===== src/sv/itoa_pkg.sv =====
package itoa_pkg;

  // Width of the converted value and the sizes derived from it
  localparam int VALUE_WIDTH = 32;
  // Enough BCD digits for magnitudes up to 2^(VALUE_WIDTH-1); also covers all hex nibbles
  localparam int NUM_DIGITS  = (VALUE_WIDTH * 3) / 10 + 1;
  localparam int DIGIT_BITS  = NUM_DIGITS * 4;
  localparam int ITER_W      = $clog2(VALUE_WIDTH + 1);
  localparam int CNT_W       = $clog2(NUM_DIGITS + 1);

  // ASCII codes
  localparam logic [7:0] CHAR_ZERO    = 8'h30;
  localparam logic [7:0] CHAR_MINUS   = 8'h2D;
  localparam logic [7:0] CHAR_LOWER_A = 8'h61;
  localparam logic [7:0] CHAR_UPPER_A = 8'h41;
  localparam logic [3:0] DIGIT_TEN    = 4'd10;

  typedef struct packed {
    logic signed [VALUE_WIDTH-1:0] value;
    logic                          hex_mode;
    logic                          upper_case;
  } in_item_t;

  typedef struct packed {
    logic [7:0] character;
    logic       last;
  } out_item_t;

  typedef enum logic [2:0] {
    ST_IDLE,
    ST_CONV,
    ST_SKIP,
    ST_SIGN,
    ST_DIGIT
  } itoa_state_e;

  // Controller to datapath
  typedef struct packed {
    logic load;
    logic dabble;
    logic shift_digit;
    logic emit_sign;
  } ctrl_cmd_t;

  // Datapath to controller
  typedef struct packed {
    logic conv_last;
    logic top_zero;
    logic remain_one;
    logic neg_dec;
  } dp_status_t;

  // One digit value (0..15) to its ASCII character
  function automatic logic [7:0] digit_char(input logic [3:0] d, input logic upper);
    logic [7:0] base;
    if (d < DIGIT_TEN) begin
      digit_char = CHAR_ZERO + {4'b0000, d};
    end else begin
      base = upper ? CHAR_UPPER_A : CHAR_LOWER_A;
      digit_char = base + {4'b0000, d - DIGIT_TEN};
    end
  endfunction

endpackage


===== src/sv/integer_to_ascii_digits.sv =====
// Converts a signed two's-complement value to ASCII decimal or hex digits, most
// significant first, one character per output transaction, with last set on the
// final one. Decimal negatives get a leading '-'; hex negatives print the
// magnitude unsigned; the most negative value prints as 2^(W-1); zero gives '0'.
// One value is handled at a time. After the value is accepted, decimal runs a
// shift-add-3 binary-to-BCD conversion over the W bits (W = value width) and
// hex holds the loaded digits through the same conversion state; then leading
// zero digits (up to 3*W/10) are dropped one at a time and a last step ends the
// scan; then the characters are sent while the output is ready. The input is
// ready again the cycle after the last character is taken.
module integer_to_ascii_digits (
  input  logic                clk_i,
  input  logic                rst_ni,
  input  logic                in_valid_i,
  output logic                in_ready_o,
  input  itoa_pkg::in_item_t  in_data_i,
  output logic                out_valid_o,
  input  logic                out_ready_i,
  output itoa_pkg::out_item_t out_data_o
);
  import itoa_pkg::*;

  ctrl_cmd_t  cmd;
  dp_status_t status;

  // Sequencer
  itoa_ctrl u_ctrl (
    .clk_i       (clk_i),
    .rst_ni      (rst_ni),
    .in_valid_i  (in_valid_i),
    .in_ready_o  (in_ready_o),
    .out_valid_o (out_valid_o),
    .out_ready_i (out_ready_i),
    .status_i    (status),
    .cmd_o       (cmd)
  );

  // Magnitude, BCD conversion and digit shifting
  itoa_dpath u_dpath (
    .clk_i      (clk_i),
    .rst_ni     (rst_ni),
    .cmd_i      (cmd),
    .in_data_i  (in_data_i),
    .status_o   (status),
    .out_data_o (out_data_o)
  );

endmodule


===== src/sv/itoa_dpath.sv =====
module itoa_dpath (
  input  logic                clk_i,
  input  logic                rst_ni,
  input  itoa_pkg::ctrl_cmd_t cmd_i,
  input  itoa_pkg::in_item_t  in_data_i,
  output itoa_pkg::dp_status_t status_o,
  output itoa_pkg::out_item_t out_data_o
);
  import itoa_pkg::*;

  logic [VALUE_WIDTH-1:0] bin_q, bin_d;
  logic [DIGIT_BITS-1:0]  bcd_q, bcd_d;
  logic [DIGIT_BITS-1:0]  bcd_adj;
  logic [ITER_W-1:0]      iter_q, iter_d;
  logic [CNT_W-1:0]       remain_q, remain_d;
  logic                   neg_dec_q, neg_dec_d;
  logic                   hex_q, hex_d;
  logic                   upper_q, upper_d;
  logic                   in_neg;
  logic [VALUE_WIDTH-1:0] in_mag;
  logic [3:0]             top_digit;

  // Magnitude of the incoming value; the most negative value wraps to 2^(W-1)
  assign in_neg = in_data_i.value[VALUE_WIDTH-1];
  assign in_mag = in_neg ? (~in_data_i.value + 1'b1) : in_data_i.value;

  // Add-3 correction on every BCD digit ahead of the shift
  always_comb begin
    for (int i = 0; i < NUM_DIGITS; i++) begin
      if (bcd_q[i*4 +: 4] >= 4'd5) begin
        bcd_adj[i*4 +: 4] = bcd_q[i*4 +: 4] + 4'd3;
      end else begin
        bcd_adj[i*4 +: 4] = bcd_q[i*4 +: 4];
      end
    end
  end

  // Next-state of the datapath registers
  always_comb begin
    bin_d     = bin_q;
    bcd_d     = bcd_q;
    iter_d    = iter_q;
    remain_d  = remain_q;
    neg_dec_d = neg_dec_q;
    hex_d     = hex_q;
    upper_d   = upper_q;
    if (cmd_i.load) begin
      hex_d     = in_data_i.hex_mode;
      upper_d   = in_data_i.upper_case;
      neg_dec_d = in_neg & ~in_data_i.hex_mode;
      remain_d  = CNT_W'(NUM_DIGITS);
      iter_d    = ITER_W'(VALUE_WIDTH);
      bin_d     = in_mag;
      if (in_data_i.hex_mode) begin
        bcd_d = {{(DIGIT_BITS-VALUE_WIDTH){1'b0}}, in_mag};
      end else begin
        bcd_d = '0;
      end
    end else if (cmd_i.dabble) begin
      // hex digits are already in place; only the iteration count runs
      if (!hex_q) begin
        bcd_d = {bcd_adj[DIGIT_BITS-2:0], bin_q[VALUE_WIDTH-1]};
        bin_d = {bin_q[VALUE_WIDTH-2:0], 1'b0};
      end
      iter_d = iter_q - 1'b1;
    end else if (cmd_i.shift_digit) begin
      bcd_d    = {bcd_q[DIGIT_BITS-5:0], 4'b0000};
      remain_d = remain_q - 1'b1;
    end
  end

  always_ff @(posedge clk_i or negedge rst_ni) begin
    if (!rst_ni) begin
      iter_q   <= '0;
      remain_q <= '0;
    end else begin
      iter_q   <= iter_d;
      remain_q <= remain_d;
    end
  end

  always_ff @(posedge clk_i) begin
    bin_q     <= bin_d;
    bcd_q     <= bcd_d;
    neg_dec_q <= neg_dec_d;
    hex_q     <= hex_d;
    upper_q   <= upper_d;
  end

  // Status back to the controller
  assign top_digit           = bcd_q[DIGIT_BITS-1 -: 4];
  assign status_o.conv_last  = (iter_q == ITER_W'(1));
  assign status_o.top_zero   = (top_digit == 4'd0);
  assign status_o.remain_one = (remain_q == CNT_W'(1));
  assign status_o.neg_dec    = neg_dec_q;

  // Output character: sign or the leading remaining digit
  assign out_data_o.character = cmd_i.emit_sign ? CHAR_MINUS
                              : digit_char(top_digit, upper_q & hex_q);
  assign out_data_o.last      = ~cmd_i.emit_sign & (remain_q == CNT_W'(1));

endmodule


===== src/sv/itoa_ctrl.sv =====
module itoa_ctrl (
  input  logic                 clk_i,
  input  logic                 rst_ni,
  input  logic                 in_valid_i,
  output logic                 in_ready_o,
  output logic                 out_valid_o,
  input  logic                 out_ready_i,
  input  itoa_pkg::dp_status_t status_i,
  output itoa_pkg::ctrl_cmd_t  cmd_o
);
  import itoa_pkg::*;

  itoa_state_e state_q, state_d;

  always_ff @(posedge clk_i or negedge rst_ni) begin
    if (!rst_ni) begin
      state_q <= ST_IDLE;
    end else begin
      state_q <= state_d;
    end
  end

  // Next state and commands
  always_comb begin
    state_d     = state_q;
    cmd_o       = '0;
    in_ready_o  = 1'b0;
    out_valid_o = 1'b0;
    unique case (state_q)
      ST_IDLE: begin
        in_ready_o = 1'b1;
        if (in_valid_i) begin
          cmd_o.load = 1'b1;
          state_d    = ST_CONV;
        end
      end
      ST_CONV: begin
        // hex loads the digits directly; the datapath holds them through these cycles
        cmd_o.dabble = 1'b1;
        if (status_i.conv_last) begin
          state_d = ST_SKIP;
        end
      end
      ST_SKIP: begin
        // Drop one leading zero digit per cycle, keep at least one
        if (status_i.top_zero && !status_i.remain_one) begin
          cmd_o.shift_digit = 1'b1;
        end else if (status_i.neg_dec) begin
          state_d = ST_SIGN;
        end else begin
          state_d = ST_DIGIT;
        end
      end
      ST_SIGN: begin
        cmd_o.emit_sign = 1'b1;
        out_valid_o     = 1'b1;
        if (out_ready_i) begin
          state_d = ST_DIGIT;
        end
      end
      ST_DIGIT: begin
        out_valid_o = 1'b1;
        if (out_ready_i) begin
          cmd_o.shift_digit = 1'b1;
          if (status_i.remain_one) begin
            state_d = ST_IDLE;
          end
        end
      end
      default: begin
        state_d = ST_IDLE;
      end
    endcase
  end

endmodule

===== config.mk =====
export PLATFORM = sky130hd
export DESIGN_NAME = integer_to_ascii_digits
export DESIGN_NICKNAME = d
export VERILOG_FILES = /design/src/sv/itoa_pkg.sv /design/src/sv/integer_to_ascii_digits.sv /design/src/sv/itoa_dpath.sv /design/src/sv/itoa_ctrl.sv
export SDC_FILE = /design/constraint.sdc
export NUM_CORES = 1
export LEC_CHECK = 0
export BUFFER_PORTS_ARGS = -buffer_cell sky130_fd_sc_hd__buf_2
export CORE_MARGIN = 2
export CORE_UTILIZATION = 55
export DETAILED_ROUTE_END_ITERATION = 7
export GPL_ROUTABILITY_DRIVEN = 0
export PLACE_DENSITY = 0.76
export SETUP_SLACK_MARGIN = 0.3
export SLEW_MARGIN = 15
export SYNTH_ARGS = -nofsm -noshare
export SYNTH_HDL_FRONTEND = slang
export SYNTH_SLANG_ARGS = --single-unit

===== constraint.sdc =====
create_clock -name clk_i -period 8.8 [get_ports clk_i]
set_input_delay 0.44 -clock clk_i [delete_from_list [all_inputs] [get_ports clk_i]]
set_output_delay 0.44 -clock clk_i [all_outputs]
set_load 0.02 [all_outputs]

==> summary.txt <==
Status
  • Outcome: finished clean

STA
  • Final Max Slew Viols: 0
  • Slew @ Worst Pin: between 1000 and 1500 ps
  • Endpoints failing hold: 0
  • RSZ-0062 raised after global routing: false
  • F_max: 328 MHz
  • Final setup viols: 0
  • Slew HR: between 30% and 40%
  • Skew final: 14.0 ps
  • Fin crit period: 3050 ps
  • Setup_tns: 0 ps
  • Post-route clock period utilization: 34.6%
  • Setup ws final: 5750 ps

Critical path
  • CP arrival: 3200 ps
  • WS Path Type: reg2reg
  • Critical Path Sink Type: flop
  • CP delay by family, top: simple AND/OR/NAND/NOR gates
  • WP data required: between 8000 and 9000 ps
  • Worst path max stage delay: 940 ps
  • Crit path cell chain: or4b_4 -> inv_4 -> nand2_1 -> o221ai_1
  • Setup crit start kind: flop
  • Critical Path Fanout Max: 91
  • WP buf/inv: 1
  • Worst path slowest cell: or4b_4

Floorplanning
  • Initial Util: 56.3%
  • # rows: 37
  • Core area: 10200 um2
  • Top Ports: 49
  • Die area: 11300 um2
  • Die W: ~110 um
  • Die H: 106 um

Power and ir drop
  • Total power: 0.00237 W
  • VDD IR max: 240 uV
  • PwrDens: around 380 nW/um2
  • Leakage power: 2.44 nW

Route
  • Wire length on met1: 5820 um
  • Metal2 WL: between 6000 and 7000 um
  • Post-Route WL: 13000 um
  • Final ANT Viol Nets: 0
  • DRT iter0 DRCs: 380
  • Vias: 4617
  • TritonRoute pass-1 iters: 5
  • Number of remaining DRC errors: 0
  • Vias per cell: 6.06
  • DR WL met3: 727 um
  • WL per Instance: 17.1 um
  • Top Layer Used: met4

Logic synthesis
  • Synth unique cells: between 60 and 70
  • Synthesized area: 5760 um2
  • Synth top area share: 39.1%
  • EDFF count, synth: 75
  • Yosys warning total: 0
  • Mapped Nets: 653
  • Synth area leaders: edfxtp_1, ha_1, dfrtp_1, xor2_1, o21ai_0
  • Mapped Cells: 588
  • Cell taking the most area after synthesis: edfxtp_1
  • #FFs+latches synth: between 80 and 90
  • Synth Flop Type: edfxtp_1
  • Register area share after synthesis: 44.8%
  • Async S/R FF share, synth: roughly 15%
  • Post-synthesis average cell area: between 9 and 10 um2

Layout
  • Layout area overhead: 9.15%
  • Filler cells: between 800 and 900
  • Number of nets in the layout: roughly 690
  • Area of the multi-input gates: 2940 um2
  • # diodes: 0
  • Register area: 2580 um2
  • Most frequent cells in the layout: edfxtp_1, nand2_1, o21ai_0, buf_2, a21oi_1
  • Layout cells sized above 1: 14.2%
  • Fin cells: ~760
  • Most common cell after layout, fill and taps aside: edfxtp_1

Flow run
  • Maxcap violations: 0

Global route
  • Initial antenna violation count: 0
  • Vias in the first global route: roughly 4500
  • GRT Total Usage: 23.8%
  • First-pass GRT wire length: 21500 um
  • Pin count of the biggest net entering global routing: 92
  • Gr ovfl total: 0

Clock network
  • Htree depth: 3
  • Setup Buffers After CTS: 0
  • Skew-Pair Late Insertion Delay: 360 ps
  • Clock Path Buffers: 2
  • CTS buffer count: 9
  • CTS Root Buffer Type: clkbuf_8
  • CTS sink cnt: 88
  • CTS tree: done
  • Clock-pin slew of the registers on the worst-case setup and hold paths: 90 ps

Placed design
  • Cell count after placement: 745
  • Setup WS pre-CTS: ~5800 ps
  • PortBufs: between 40 and 50
  • Placed wire-length estimate: about 9200 um

Hold path
  • Hold Crit Class: in2reg
## flip-flops by register name, summed over array words and instances, names as in the netlist
register           flops
u_dpath.neg_dec_q      1
u_dpath.bin_q         32
u_dpath.upper_q        1
u_dpath.bcd_q         40
u_ctrl.state_q         3
u_dpath.hex_q          1
u_dpath.remain_q       4
u_dpath.iter_q         6
## area by class of cell
cell class	count	area share (%)
timing repair buffer	50	4.14
clock buffer	14	3.11
multi-input combinational	440	46.8
inverter	32	1.95
clock inverter	2	0.259
tap	136	2.71
sequential	88	41.0
## synth_stat cells, drive strengths merged (2+ instances only)
| cell | n |
|---|---|
| dfrtp | 13 |
| edfxtp | 75 |
| o21ai | 70 |
| nand4 | 2 |
| or3 | 4 |
| nand3 | 28 |
| nor4 | 3 |
| o211ai | 2 |
| xor2 | 36 |
| o22ai | 5 |
| or4 | 3 |
| nand2b | 11 |
| o31ai | 12 |
| nor3b | 15 |
| a21o | 2 |
| nor3 | 13 |
| or2 | 4 |
| inv | 32 |
| xnor2 | 14 |
| o221ai | 18 |
| a22oi | 4 |
| a21oi | 46 |
| nand2 | 65 |
| nor2 | 20 |
| clkbuf | 15 |
| buf | 13 |
| mux2i | 4 |
| or4b | 2 |
| nor2b | 4 |
| o41ai | 7 |
| a31oi | 2 |
| nor4b | 2 |
| or3b | 2 |
| ha | 27 |
## logic make-up after synthesis
family	synth area share (%)
buffers and inverters	4.26
xor gates and xnor gates	7.61
AOI/OAI and AO/OA	19.0
DFF	44.8
and+or+nand+nor	17.5
other	0.0651
adders and majority gates	5.87
muxes	0.956
## stage by stage
step / area, um2 / hold slack (ps) / utilization [%]
final: 6280 / 271 / 61.4
after global routing: 6280 / 262 / 61.4
after CTS: 6280 / 260 / 61.4
after detailed placement: 6060 / 344 / 59.3
after global placement: 6060 / 343 / 59.3
after floorplan: 5760 / 144 / -
## power by group
group	internal, W	switching (W)
combinational	0.000431	0.000684
sequential	0.000791	0.000173
clock	0.000146	0.000144
total	0.00137	0.00100
## routing by layer
metal / GRT usage (%) / up-vias
li1: - / 2227
met1: 32.1 / 2222
met5: 0 / -
met3: 2.88 / 9
met4: 6.77 / 0
met2: 40.5 / 159
## final timing paths
kind                                                 start                              end  slack, ps  depth (start not counted)
setup / recovery             u_ctrl.state_q[2]$_DFFE_PN0P_      u_dpath.bcd_q[23]$_DFFE_PP_       5750                          4
hold / removal                                in_data_i[0]        u_dpath.upper_q$_DFFE_PP_        270                          1
setup reg to reg             u_ctrl.state_q[2]$_DFFE_PN0P_      u_dpath.bcd_q[23]$_DFFE_PP_       5750                          4
hold reg to reg            u_dpath.remain_q[2]$_DFFE_PN0P_  u_dpath.remain_q[2]$_DFFE_PN0P_        520                          1
max in group asynchronous                           rst_ni    u_dpath.iter_q[5]$_DFFE_PN0P_       8060                          2
min in group asynchronous                           rst_ni    u_ctrl.state_q[0]$_DFFE_PN0P_        490                          2
## repair_timing
action	CTS	global route
resized for setup	0	0
endpoints found under the hold margin	13	0
hold buffers	1	0
Note: power is estimated with default switching activity, not from simulation.
